### src/rtl/core/rrts_pkg.sv
// shared types and constants of the round-robin thread scheduler
`default_nettype none
package rrts_pkg;

  localparam int unsigned OpW  = 3;
  localparam int unsigned TidW = 4;
  localparam int unsigned ErrW = 3;
  localparam int unsigned CntW = 5;

  typedef enum logic [OpW-1:0] {
    OP_ADD   = 3'd0,
    OP_WAKE  = 3'd1,
    OP_SLEEP = 3'd2,
    OP_BLOCK = 3'd3,
    OP_KILL  = 3'd4,
    OP_YIELD = 3'd5
  } op_e;

  typedef enum logic [ErrW-1:0] {
    ERR_OK        = 3'd0,
    ERR_ADD_STATE = 3'd1,
    ERR_WAKE_RUN  = 3'd2,
    ERR_NOT_RUN   = 3'd3,
    ERR_Q_EMPTY   = 3'd4
  } err_e;

  typedef enum logic [1:0] {
    ST_NEW      = 2'd0,
    ST_RUNNABLE = 2'd1,
    ST_BLOCKED  = 2'd2,
    ST_SLEEPING = 2'd3
  } status_e;

endpackage
`default_nettype wire

### src/rtl/core/rrts_mem.sv
// per-thread memory: status, queued flag and both links, one read port and one write port
`default_nettype none
module rrts_mem #(
  parameter int unsigned Depth = 16,
  parameter int unsigned IdxW  = 4
) (
  input  wire logic            clk_i,
  input  wire logic            rst_ni,
  input  wire logic [IdxW-1:0] raddr_i,
  output logic [1:0]           rstat_o,
  output logic                 rq_o,
  output logic [IdxW-1:0]      rnext_o,
  output logic [IdxW-1:0]      rprev_o,
  input  wire logic [IdxW-1:0] waddr_i,
  input  wire logic            we_stat_i,
  input  wire logic            we_next_i,
  input  wire logic            we_prev_i,
  input  wire logic [1:0]      wstat_i,
  input  wire logic            wq_i,
  input  wire logic [IdxW-1:0] wnext_i,
  input  wire logic [IdxW-1:0] wprev_i
);
  import rrts_pkg::*;

  logic [1:0]      stat_q [Depth];
  logic            q_q    [Depth];
  logic [IdxW-1:0] next_q [Depth];
  logic [IdxW-1:0] prev_q [Depth];
  logic [Depth-1:0] vld_q;

  // status and queued flag reset through valid bits
  always_ff @(posedge clk_i or negedge rst_ni) begin
    if (!rst_ni) begin
      vld_q <= '0;
    end else if (we_stat_i) begin
      vld_q[waddr_i] <= 1'b1;
    end
  end

  // storage write, one enable per field group
  always_ff @(posedge clk_i) begin
    if (we_stat_i) begin
      stat_q[waddr_i] <= wstat_i;
      q_q[waddr_i]    <= wq_i;
    end
    if (we_next_i) begin
      next_q[waddr_i] <= wnext_i;
    end
    if (we_prev_i) begin
      prev_q[waddr_i] <= wprev_i;
    end
  end

  // registered read
  always_ff @(posedge clk_i) begin
    rstat_o <= vld_q[raddr_i] ? stat_q[raddr_i] : ST_NEW;
    rq_o    <= vld_q[raddr_i] & q_q[raddr_i];
    rnext_o <= next_q[raddr_i];
    rprev_o <= prev_q[raddr_i];
  end
endmodule
`default_nettype wire

### src/rtl/core/round_robin_thread_scheduler.sv
// round-robin thread scheduler top level with its read-modify-write sequencer
//
// A request is taken at a rising edge with start_i high and busy_o low. busy_o
// stays high while the request works through the thread memory, and the result
// sits on the result ports for the single cycle in which done_o is high; the
// receiver cannot stall it. The named entry is read first; a request that fails
// or does nothing finishes there. The others then step through the write-back
// slots of the single write port in turn (entry, tail or previous link, next
// link), of which add, wake and yield use the first two, and a switch (yield,
// sleep, block, kill) goes on to read and pop the head. busy_o falls as done_o
// rises, so the next request can be taken at the edge that ends the result cycle.
`default_nettype none
module round_robin_thread_scheduler #(
  parameter int unsigned MAX_THREADS    = 16,
  parameter int unsigned MAIN_THREAD_ID = 0
) (
  input  wire logic                       clk_i,
  input  wire logic                       rst_ni,
  input  wire logic                       start_i,
  output logic                            busy_o,
  input  wire logic [rrts_pkg::OpW-1:0]   operation_i,
  input  wire logic [rrts_pkg::TidW-1:0]  thread_id_i,
  output logic                            done_o,
  output logic [rrts_pkg::TidW-1:0]       active_thread_o,
  output logic                            switched_o,
  output logic [rrts_pkg::ErrW-1:0]       error_code_o,
  output logic [rrts_pkg::CntW-1:0]       runnable_count_o,
  output logic [rrts_pkg::CntW-1:0]       blocked_count_o,
  output logic [rrts_pkg::CntW-1:0]       sleeping_count_o,
  output logic [rrts_pkg::CntW-1:0]       total_threads_o
);
  import rrts_pkg::*;

  localparam int unsigned IdW   = TidW;
  localparam int unsigned Depth = 1 << IdW;
  localparam logic [IdW-1:0] MainId = IdW'(MAIN_THREAD_ID);

  typedef enum logic [2:0] {
    S_IDLE, S_EVAL, S_WR_T, S_WR_A, S_WR_B, S_RD_H, S_POP
  } state_e;

  state_e          state_q;
  logic [OpW-1:0]  op_q;
  logic [IdW-1:0]  tgt_q;
  logic [IdW-1:0]  head_q, tail_q, run_q;
  logic [CntW-1:0] qlen_q, nrun_q, nblk_q, nslp_q, ntot_q;

  // planned write-backs
  status_e         pl_stat_q;
  logic            pl_q_q;
  logic            pl_pvwe_q;
  logic [IdW-1:0]  pl_pv_q;
  logic            a_en_q, b_en_q;
  logic [IdW-1:0]  a_addr_q, a_val_q, b_addr_q, b_val_q;

  // memory ports
  logic [IdW-1:0]  raddr, waddr;
  logic [1:0]      m_st_raw;
  status_e         m_st;
  logic            m_q;
  logic [IdW-1:0]  m_nx, m_pv;
  logic            we_stat, we_next, we_prev;
  logic [1:0]      wstat;
  logic            wq;
  logic [IdW-1:0]  wnext, wprev;

  // request evaluation
  logic            tid_ok, is_wake, is_rm, is_yld, ev_noop, ev_app;
  err_e            ev_err;
  status_e         ev_stat;

  assign m_st = status_e'(m_st_raw);

  // read address: the target at acceptance, the head otherwise
  always_comb begin
    raddr = head_q;
    if (state_q == S_IDLE) begin
      raddr = (operation_i == OP_YIELD) ? run_q : thread_id_i;
    end
  end

  // write port, one slot per state
  always_comb begin
    waddr   = tgt_q;
    we_stat = 1'b0;
    we_next = 1'b0;
    we_prev = 1'b0;
    wstat   = pl_stat_q;
    wq      = pl_q_q;
    wnext   = a_val_q;
    wprev   = pl_pv_q;
    unique case (state_q)
      S_WR_T: begin
        we_stat = 1'b1;
        we_prev = pl_pvwe_q;
      end
      S_WR_A: begin
        waddr   = a_addr_q;
        we_next = a_en_q;
      end
      S_WR_B: begin
        waddr   = b_addr_q;
        we_prev = b_en_q;
        wprev   = b_val_q;
      end
      S_POP: begin
        waddr   = head_q;
        we_stat = 1'b1;
        wstat   = ST_RUNNABLE;
        wq      = 1'b0;
      end
      default: begin
      end
    endcase
  end

  rrts_mem #(.Depth(Depth), .IdxW(IdW)) u_mem (
    .clk_i, .rst_ni,
    .raddr_i(raddr),
    .rstat_o(m_st_raw), .rq_o(m_q), .rnext_o(m_nx), .rprev_o(m_pv),
    .waddr_i(waddr),
    .we_stat_i(we_stat), .we_next_i(we_next), .we_prev_i(we_prev),
    .wstat_i(wstat), .wq_i(wq), .wnext_i(wnext), .wprev_i(wprev)
  );

  // error and action decision from the target entry
  always_comb begin
    tid_ok  = (32'(tgt_q) < MAX_THREADS);
    is_wake = (op_q == OP_ADD) || (op_q == OP_WAKE);
    is_rm   = (op_q == OP_SLEEP) || (op_q == OP_BLOCK) || (op_q == OP_KILL);
    is_yld  = (op_q == OP_YIELD);
    ev_err  = ERR_OK;
    ev_noop = 1'b1;
    ev_app  = 1'b0;
    ev_stat = ST_RUNNABLE;
    if (is_yld) begin
      if (m_st != ST_RUNNABLE) begin
        ev_err = ERR_NOT_RUN;
      end else begin
        ev_noop = 1'b0;
        ev_app  = !m_q;
      end
    end else if (tid_ok && is_wake) begin
      if (op_q == OP_ADD && m_st != ST_NEW) begin
        ev_err = ERR_ADD_STATE;
      end else if (m_st == ST_RUNNABLE) begin
        ev_err = ERR_WAKE_RUN;
      end else begin
        ev_noop = 1'b0;
        ev_app  = !m_q && !(m_st == ST_NEW && tgt_q == MainId);
      end
    end else if (tid_ok && is_rm) begin
      if (m_st != ST_RUNNABLE) begin
        ev_err = ERR_NOT_RUN;
      end else if (qlen_q == CntW'(m_q)) begin
        ev_err = ERR_Q_EMPTY;
      end else begin
        ev_noop = 1'b0;
        ev_stat = (op_q == OP_SLEEP) ? ST_SLEEPING :
                  (op_q == OP_BLOCK) ? ST_BLOCKED : ST_NEW;
      end
    end
  end

  // sequencer
  always_ff @(posedge clk_i or negedge rst_ni) begin
    if (!rst_ni) begin
      state_q <= S_IDLE;
      op_q <= '0; tgt_q <= '0;
      head_q <= '0; tail_q <= '0; qlen_q <= '0; run_q <= MainId;
      nrun_q <= '0; nblk_q <= '0; nslp_q <= '0; ntot_q <= '0;
      pl_stat_q <= ST_NEW; pl_q_q <= 1'b0; pl_pvwe_q <= 1'b0; pl_pv_q <= '0;
      a_en_q <= 1'b0; a_addr_q <= '0; a_val_q <= '0;
      b_en_q <= 1'b0; b_addr_q <= '0; b_val_q <= '0;
      done_o <= 1'b0; switched_o <= 1'b0; error_code_o <= ERR_OK;
    end else begin
      done_o <= 1'b0;
      unique case (state_q)
        S_IDLE: begin
          if (start_i) begin
            op_q    <= operation_i;
            tgt_q   <= raddr;
            state_q <= S_EVAL;
          end
        end
        S_EVAL: begin
          if (ev_noop) begin
            done_o       <= 1'b1;
            switched_o   <= 1'b0;
            error_code_o <= ev_err;
            state_q      <= S_IDLE;
          end else begin
            // target entry, then tail or previous link, then next link
            pl_stat_q <= ev_stat;
            pl_q_q    <= ev_app | (m_q & ~is_rm);
            pl_pvwe_q <= ev_app & (qlen_q != '0);
            pl_pv_q   <= tail_q;
            a_en_q    <= is_rm ? (m_q & (head_q != tgt_q)) : (ev_app & (qlen_q != '0));
            a_addr_q  <= is_rm ? m_pv : tail_q;
            a_val_q   <= is_rm ? m_nx : tgt_q;
            b_en_q    <= m_q & (tail_q != tgt_q);
            b_addr_q  <= m_nx;
            b_val_q   <= m_pv;
            // queue ends and length before the switch
            if (ev_app) begin
              if (qlen_q == '0) begin
                head_q <= tgt_q;
              end
              tail_q <= tgt_q;
              qlen_q <= qlen_q + CntW'(1);
            end else if (is_rm && m_q) begin
              if (head_q == tgt_q) begin
                head_q <= m_nx;
              end
              if (tail_q == tgt_q) begin
                tail_q <= m_pv;
              end
              qlen_q <= qlen_q - CntW'(1);
            end
            // thread counters
            if (is_wake) begin
              nrun_q <= nrun_q + CntW'(1);
              case (m_st)
                ST_BLOCKED:  nblk_q <= nblk_q - CntW'(1);
                ST_SLEEPING: nslp_q <= nslp_q - CntW'(1);
                default:     ntot_q <= ntot_q + CntW'(1);
              endcase
            end else if (is_rm) begin
              nrun_q <= nrun_q - CntW'(1);
              case (ev_stat)
                ST_BLOCKED:  nblk_q <= nblk_q + CntW'(1);
                ST_SLEEPING: nslp_q <= nslp_q + CntW'(1);
                default:     ntot_q <= ntot_q - CntW'(1);
              endcase
            end
            state_q <= S_WR_T;
          end
        end
        S_WR_T: begin
          state_q <= S_WR_A;
        end
        S_WR_A: begin
          if (is_rm) begin
            state_q <= S_WR_B;
          end else if (is_yld) begin
            state_q <= S_RD_H;
          end else begin
            done_o       <= 1'b1;
            switched_o   <= 1'b0;
            error_code_o <= ERR_OK;
            state_q      <= S_IDLE;
          end
        end
        S_WR_B: begin
          state_q <= S_RD_H;
        end
        S_RD_H: begin
          state_q <= S_POP;
        end
        S_POP: begin
          // pop the head and run it
          if (qlen_q != CntW'(1)) begin
            head_q <= m_nx;
          end
          qlen_q       <= qlen_q - CntW'(1);
          run_q        <= head_q;
          done_o       <= 1'b1;
          switched_o   <= (head_q != run_q);
          error_code_o <= ERR_OK;
          state_q      <= S_IDLE;
        end
        default: begin
          state_q <= S_IDLE;
        end
      endcase
    end
  end

  assign busy_o           = (state_q != S_IDLE);
  assign active_thread_o  = run_q;
  assign runnable_count_o = nrun_q;
  assign blocked_count_o  = nblk_q;
  assign sleeping_count_o = nslp_q;
  assign total_threads_o  = ntot_q;
endmodule
`default_nettype wire
### config.mk
export PLATFORM = sky130hd
export DESIGN_NAME = round_robin_thread_scheduler
export DESIGN_NICKNAME = d
export VERILOG_FILES = /design/src/rtl/core/rrts_pkg.sv /design/src/rtl/core/rrts_mem.sv /design/src/rtl/core/round_robin_thread_scheduler.sv
export SDC_FILE = /design/constraint.sdc
export NUM_CORES = 1
export LEC_CHECK = 0
export BUFFER_PORTS_ARGS = -buffer_cell sky130_fd_sc_hd__buf_4
export CAP_MARGIN = 20
export CORE_MARGIN = 1.5
export CORE_UTILIZATION = 40
export CTS_CLUSTER_SIZE = 12
export DETAILED_ROUTE_END_ITERATION = 7
export GPL_TIMING_DRIVEN = 0
export HOLD_SLACK_MARGIN = 0.02
export PLACE_DENSITY = 0.57
export SETUP_SLACK_MARGIN = 0.15
export SYNTH_ARGS = -nofsm -noshare
export SYNTH_HDL_FRONTEND = slang
export SYNTH_SLANG_ARGS = --single-unit
### constraint.sdc
create_clock -name clk_i -period 2.5 [get_ports clk_i]
set_clock_uncertainty 0.15 [all_clocks]
set_input_delay 0.25 -clock clk_i [delete_from_list [all_inputs] [get_ports clk_i]]
set_output_delay 0.25 -clock clk_i [all_outputs]
set_load 0.05 [all_outputs]
==> insert_results.sql, run 1 <==
INSERT INTO impl_metrics (metric_group, metric, value, unit) VALUES
('outcome', 'status', 'complete, but fails checks', ''),
('outcome', 'violations', 'negative setup slack', ''),
('floorplan', 'placeableCoreArea', '31800', 'um2'),
('critical_path', 'critPathRequiredTime', '2.78', 'ns'),
('floorplan', 'starting_density_of_the_core', '0.4091', ''),
('power', 'p_seq_frac', '0.253', ''),
('power', 'peakVddDrop', '0.0007743', 'V'),
('detailed_routing', 'detail_route.iter0.violations', '716', ''),
('cells_and_area', 'design_area', '17650', 'um2'),
('synthesis', 'synth.yosys.warnings', '0', ''),
('global_route', 'initial_antenna_violation_count', '0', ''),
('timing', 'timing.final.hold_violations', '0', ''),
('floorplan', 'design.portCount', '40', ''),
('synthesis', 'synthDominantAreaCellType', 'edfxtp_1', ''),
('power', 'power_density', '1572', 'nW/um2'),
('timing', 'rsz0062_at_grt', 'yes', ''),
('cells_and_area', 'final_cell_count_no_fill', '1689', ''),
('synthesis', 'synthDistinctLibCells', '72', ''),
('synthesis', 'post_synth_and_or_nand_nor_area_fraction', '0.1158', ''),
('place', 'placed_instances', '1516', ''),
('place', 'placement.cell_area', '14150', 'um2'),
('timing', 'final_min_period_over_clock_period', '1.130', ''),
('power', 'power_switching', '11680', 'uW'),
('critical_path', 'r2r_slack', '-0.32', 'ns'),
('critical_path', 'reg2reg_to', 'u_mem.rprev_o[0]$_DFF_P_', ''),
('synthesis', 'multiplexer_area_fraction_after_synthesis', '0.07108', ''),
('min_path', 'worst_hold_path_type', 'primary input to async pin', ''),
('floorplan', 'rows', '65', ''),
('timing', 'report.final.setup_viol', '176', ''),
('cells_and_area', 'layout-area-overhead-vs-synth', '35.65', '%'),
('power', 'p_leak', '0.006786', 'uW'),
('clocking', 'clkLatencyLatePin', '0.58', 'ns'),
('synthesis', 'ffs_latches_synth', '281', ''),
('power', 'power.clock.fraction', '0.169', ''),
('place', 'place_congestion', '0.8768', ''),
('floorplan', 'die_w', '183.3', 'um'),
('clocking', 'cts_tree', 'done', ''),
('critical_path', 'timing.critical_path.arrival', '3.11', 'ns'),
('cells_and_area', 'antenna-diode-count', '0', ''),
('synthesis', 'avgSynthCellArea', '12.50', 'um2'),
('synthesis', 'synth_enable_flop_cells', '176', ''),
('timing', 'postLayoutSetupSlackWorst', '-0.3242', 'ns'),
('detailed_routing', 'drcViolationCount', '0', ''),
('cells_and_area', 'nNetsFinal', '1259', ''),
('clocking', 'root_driver', 'clkbuf_16', ''),
('power', 'part_of_the_power_in_combinational_logic', '0.578', ''),
('timing', 'slew_headroom', '0.3783', ''),
('critical_path', 'setup.worst_path.end_class', 'register', ''),
('synthesis', 'postSynth.asyncResetShare', '0.3345', ''),
('detailed_routing', 'first_pass_drt_iterations', '6', ''),
('place', 'dp_slack', '-0.9502', 'ns'),
('critical_path', 'rr_worst_depth', '12', ''),
('synthesis', 'synth_compound_area_frac', '0.1288', ''),
('clocking', 'clkTransAtPathRegs', '0.06', 'ns'),
('synthesis', 'synth_adder_area_share', '0.02154', ''),
('timing', 'period_needed', '2.824', 'ns'),
('detailed_routing', 'viasPerCell', '5.526', ''),
('timing', 'timing_worst_slew_pin_value', '0.9326', 'ns'),
('critical_path', 'timing.critical_path.from_type', 'register', ''),
('synthesis', 'synth_top_family_by_area', 'compound AO/OA/AOI/OAI gates', ''),
('detailed_routing', 'wl_per_cell', '22.03', 'um'),
('place', 'hpwlAfterDp', '23420', 'um'),
('timing', 'holdWs', '0.05845', 'ns'),
('critical_path', 'timing.critical_path.fanout_max', '10', ''),
('global_route', 'grt.overflow.total', '0', ''),
('power', 'power.internal', '16060', 'uW'),
('synthesis', 'ys_seq_area_frac', '0.6040', ''),
('critical_path', 'critPathLaunch', 'state_q[2]$_DFFE_PN0P_', ''),
('synthesis', 'synthDominantCellAreaShare', '0.4063', ''),
('clocking', 'htree_levels', '1', ''),
('power', 'sw_frac_of_total', '0.4211', '');
==> metal layers <==
metal / GRT usage / share of wire / up-vias
met5: 0 / 0 / -
li1: - / - / 4313
met4: 0.09148 / 0.041 / 0
met2: 0.3442 / 0.46 / 292
met1: 0.3055 / 0.44 / 4640
met3: 0.03316 / 0.053 / 89
==> metrics by stage <==
stage | util | TNS [ns]
final | 0.5549 | -23.46
after global routing | 0.5549 | -33.31
after CTS | 0.5305 | -8.670
after detailed placement | 0.4451 | -98.39
after global placement | 0.4443 | -88.97
after floorplan | - | -0.8614
==> flip-flops by register name, summed over array words and instances (netlist names), 5 cells and up <==
name / count
sleeping_count_o: 5
qlen_q: 5
u_mem.stat_q: 32
runnable_count_o: 5
u_mem.prev_q: 64
u_mem.q_q: 16
total_threads_o: 5
u_mem.next_q: 64
u_mem.vld_q: 16
blocked_count_o: 5
==> layout make-up <==
type	count	area (um2)	share of cell area
tap	435	544.3	0.03084
inverter	23	98.84	0.005602
clock inverter	13	182.7	0.01035
timing repair buffer	155	1469	0.08324
clock buffer	45	868.3	0.04921
multi-input combinational	668	6036	0.3421
sequential	281	7863	0.4456
buffer	69	584.3	0.03311
==> power groups by stage <==
stage,clock network (uW),registers (uW),logic [uW]
after detailed placement,0,7080,10900
after global routing,4910,7140,17000
after floorplan,0,7400,7130
after CTS,4740,7010,14100
final,4680,7020,16000
after global placement,0,7070,10800
==> critical path: stages (launching register included) <==
cell	delay [ns]
dfrtp_1	0.37
buf_6	0.14
nor3_4	0.16
buf_12	0.16
inv_8	0.04
nand2b_4	0.06
buf_8	0.11
buf_4	0.12
nand2_4	0.11
buf_4	0.21
a211oi_1	0.34
a211oi_2	0.09
or4_4	0.59
==> worst max path at each step <==
stage | to | cells after the start
floorplan | u_mem.rnext_o[2]$_DFF_P_ | 11
global placement | u_mem.rprev_o[0]$_DFF_P_ | 7
detailed placement | u_mem.rprev_o[0]$_DFF_P_ | 7
CTS | u_mem.rprev_o[1]$_DFF_P_ | 13
global route | u_mem.rprev_o[0]$_DFF_P_ | 12
finish | u_mem.rprev_o[0]$_DFF_P_ | 12
==> cell usage in the layout (no fill, tap or decap), drive strengths merged, types with 28 or more instances in the layout <==
cell,n
buf,178
edfxtp,176
dfrtp,94
nor2,83
clkbuf,79
nand2,72
a211oi,70
mux2i,53
and3,46
o21ai,45
mux2,35
a21oi,28
==> cells by family after synthesis <==
kind of cell    count (synthesis)
mux                            88
compound gates                234
flops                         281
simple gates                  285
buf+inv                        93
xor+xnor                       40
fa+ha+maj                      20
==> timing repair <==
| action | 4_1_cts | 5_1_grt |
|---|---|---|
| endpoints found under the setup margin | 306 | 320 |
| resized for setup | 247 | 126 |
| buffers inserted | 62 | 36 |
| gates cloned | 6 | 0 |
| hold buffers | 12 | 0 |
| pin swaps | 54 | 55 |
| hold endpoints to repair | 102 | 0 |
Note: power is estimated with default switching activity, not from simulation.
==> run 2, diff against run 1 <==
Settings changed: CORE_UTILIZATION 40 to 56, PLACE_DENSITY 0.57 to 0.76.
==> run 2 against run 1 <==
Compared with the run above: the flow still finishes with violations (negative setup slack); via count rose by 9.5%; core utilization rose by 21 points; worst hold slack improved by 0.0065 ns; sequential cell count did not move; final cell count fell by 8.9%; sequential share of layout area rose by 0.98 points; global-route usage rose by 9.2 points; register-to-register slack barely moved; cell area fell by 2.1%; critical path type unchanged; highest routed layer unchanged.
==> insert_results.sql, run 2 (synthesis gave the netlist of run 1 again) <==
INSERT INTO impl_metrics (metric_group, metric, value, unit) VALUES
('place', 'place_congestion', '0.9773', ''),
('clocking', 'numCtsBuffers', '29', ''),
('cells_and_area', 'mostFrequentLayoutCell', 'edfxtp_1', ''),
('global_route', 'initial_antenna_violation_count', '0', ''),
('critical_path', 'setup.worst_path.end_class', 'register', ''),
('cells_and_area', 'layout_common_cells', '176 x edfxtp_1, 108 x buf_4, 91 x dfrtp_1', ''),
('timing', 'holdWs', '0.06498', 'ns'),
('critical_path', 'reg2reg_to', 'u_mem.rprev_o[1]$_DFF_P_', ''),
('timing', 'slew_headroom', '0.3718', ''),
('timing', 'timing.final.hold_violations', '0', ''),
('floorplan', 'die_height', '155.4', 'um'),
('critical_path', 'timing.critical_path.fanout_max', '10', ''),
('cells_and_area', 'share_of_cells_above_drive_strength_1', '0.3695', ''),
('timing', 'period_needed', '2.813', 'ns'),
('timing', 'rsz0062_at_grt', 'yes', ''),
('timing', 'max_freq', '355.5', 'MHz'),
('global_route', 'global_route.usage.total', '0.3117', ''),
('detailed_routing', 'first_pass_drt_iterations', '5', ''),
('floorplan', 'starting_density_of_the_core', '0.5728', ''),
('clocking', 'cts_tree', 'done', ''),
('outcome', 'status', 'complete, but fails checks', ''),
('critical_path', 'rr_worst_depth', '12', ''),
('floorplan', 'rows', '55', ''),
('cells_and_area', 'layout-area-overhead-vs-synth', '32.76', '%'),
('detailed_routing', 'detail_route.iter0.violations', '1336', ''),
('floorplan', 'placeableCoreArea', '22710', 'um2'),
('global_route', 'grt_pass1_vias', '9786', ''),
('clocking', 'root_driver', 'clkbuf_16', ''),
('timing', 'timing_worst_slew_pin_value', '0.9423', 'ns'),
('global_route', 'grt_pass1_wl', '56820', 'um'),
('floorplan', 'design.portCount', '40', ''),
('critical_path', 'worst_r2r_startpoint', 'state_q[2]$_DFFE_PN0P_', ''),
('cells_and_area', 'design_area', '17270', 'um2'),
('cells_and_area', 'reg_top3', 'u_mem.next_q: 64 flops, u_mem.prev_q: 64 flops, u_mem.stat_q: 32 flops', ''),
('timing', 'report.final.setup_viol', '133', ''),
('detailed_routing', 'viasPerCell', '6.645', ''),
('timing', 'final_min_period_over_clock_period', '1.125', ''),
('detailed_routing', 'drt_wl_total', '39670', 'um'),
('detailed_routing', 'detailroute.via_count', '10220', ''),
('detailed_routing', 'post_route_antenna_net_violation_count', '0', ''),
('critical_path', 'timing.critical_path.arrival', '3.09', 'ns'),
('clocking', 'number_of_sinks_driven_by_the_clock_tree', '281', ''),
('critical_path', 'timing.critical_path.from_type', 'register', ''),
('outcome', 'violations', 'negative setup slack', ''),
('cells_and_area', 'final_util', '0.7605', ''),
('floorplan', 'die_w', '155.4', 'um'),
('global_route', 'largest_net_degree_at_the_start_of_global_routing', '56', ''),
('cells_and_area', 'antenna-diode-count', '0', ''),
('critical_path', 'r2r_slack', '-0.31', 'ns'),
('detailed_routing', 'wl_per_cell', '25.79', 'um'),
('timing', 'postLayoutSetupSlackWorst', '-0.3133', 'ns'),
('place', 'placement.cell_area', '13970', 'um2'),
('clocking', 'clkLatencyLatePin', '0.58', 'ns'),
('place', 'placement.io_buffers', '39', ''),
('clocking', 'htree_levels', '1', ''),
('clocking', 'cts_buffer_depth', '3', ''),
('place', 'hpwlAfterDp', '21900', 'um'),
('detailed_routing', 'drcViolationCount', '0', ''),
('timing', 'report.final.slew_viol_count', '0', ''),
('clocking', 'clkTransAtPathRegs', '0.06', 'ns'),
('critical_path', 'critical_path.endpoint', 'u_mem.rprev_o[1]$_DFF_P_', ''),
('global_route', 'grt.overflow.total', '0', ''),
('floorplan', 'dieArea', '24150', 'um2'),
('cells_and_area', 'nNetsFinal', '1260', ''),
('critical_path', 'setup.worst_path.class', 'register to register', ''),
('critical_path', 'critPathLaunch', 'state_q[2]$_DFFE_PN0P_', ''),
('run', 'max_cap_violations', '0', ''),
('critical_path', 'critPathRequiredTime', '2.78', 'ns'),
('min_path', 'worst_hold_path_type', 'primary input to async pin', '');
==> run 2: metal layers <==
layer	vias up	track usage	wire length, um
met3	182	0.05515	3807
li1	4298	-	-
met1	5059	0.4122	14850
met5	-	0	0
met4	0	0.1574	2373
met2	681	0.4994	18640
==> run 2: area by class of cell <==
| cell class | count | area [um2] |
|---|---|---|
| clock buffer | 49 | 830.8 |
| sequential | 281 | 7864 |
| tap | 285 | 356.6 |
| inverter | 23 | 96.34 |
| multi-input combinational | 668 | 5971 |
| clock inverter | 5 | 68.82 |
| buffer | 67 | 606.8 |
| fill | 1274 | 5439 |
| timing repair buffer | 160 | 1476 |
==> run 2: repair_timing <==
item / 4_1_cts / 5_1_grt
hold buffers: 13 / 0
buffers inserted: 80 / 25
pin swaps: 69 / 59
setup endpoints to repair: 306 / 281
endpoints found under the hold margin: 102 / 0
gates resized for setup: 254 / 113
cloned: 5 / 0
==> run 2: through the flow <==
step                setup TNS [ns]  setup slack [ns]  cells
floorplan                  -0.8614           -0.1181   1041
global placement            -74.57           -0.7529   1365
detailed placement          -83.79           -0.8098   1366
CTS                         -2.046           -0.1975   1516
global route                -16.91           -0.3067   1538
finish                      -11.49           -0.3133   1538
==> run 2: worst max-delay path, stage by stage, from the launching register on <==
cell and delay, ns:
dfrtp_1 0.34, buf_6 0.12, nor3_4 0.04, buf_12 0.14
inv_8 0.06, nand2b_4 0.05, buf_8 0.14, buf_4 0.15
clkbuf_2 0.20, and3_1 0.23, a211oi_1 0.33, a211oi_2 0.12
or4_4 0.59
==> run 2: worst min-delay path by stage <==
stage,endpoint,cells past startpoint,slack [ns]
2_1_floorplan,a_addr_q[0]$_DFFE_PN0N_,0,-0.20
4_1_cts,blocked_count_o[0]$_DFFE_PN0P_,2,0.07
3_3_place_gp,u_mem.vld_q[4]$_DFFE_PN0N_,2,0.29
3_5_place_dp,blocked_count_o[0]$_DFFE_PN0P_,1,0.12
5_1_grt,blocked_count_o[0]$_DFFE_PN0P_,2,0.13
6_report,sleeping_count_o[0]$_DFFE_PN0P_,2,0.06
Power of run 2 is left out: the tool's default activity adds up to more than one toggle a clock period on the data nets, which glitch-free logic cannot reach.
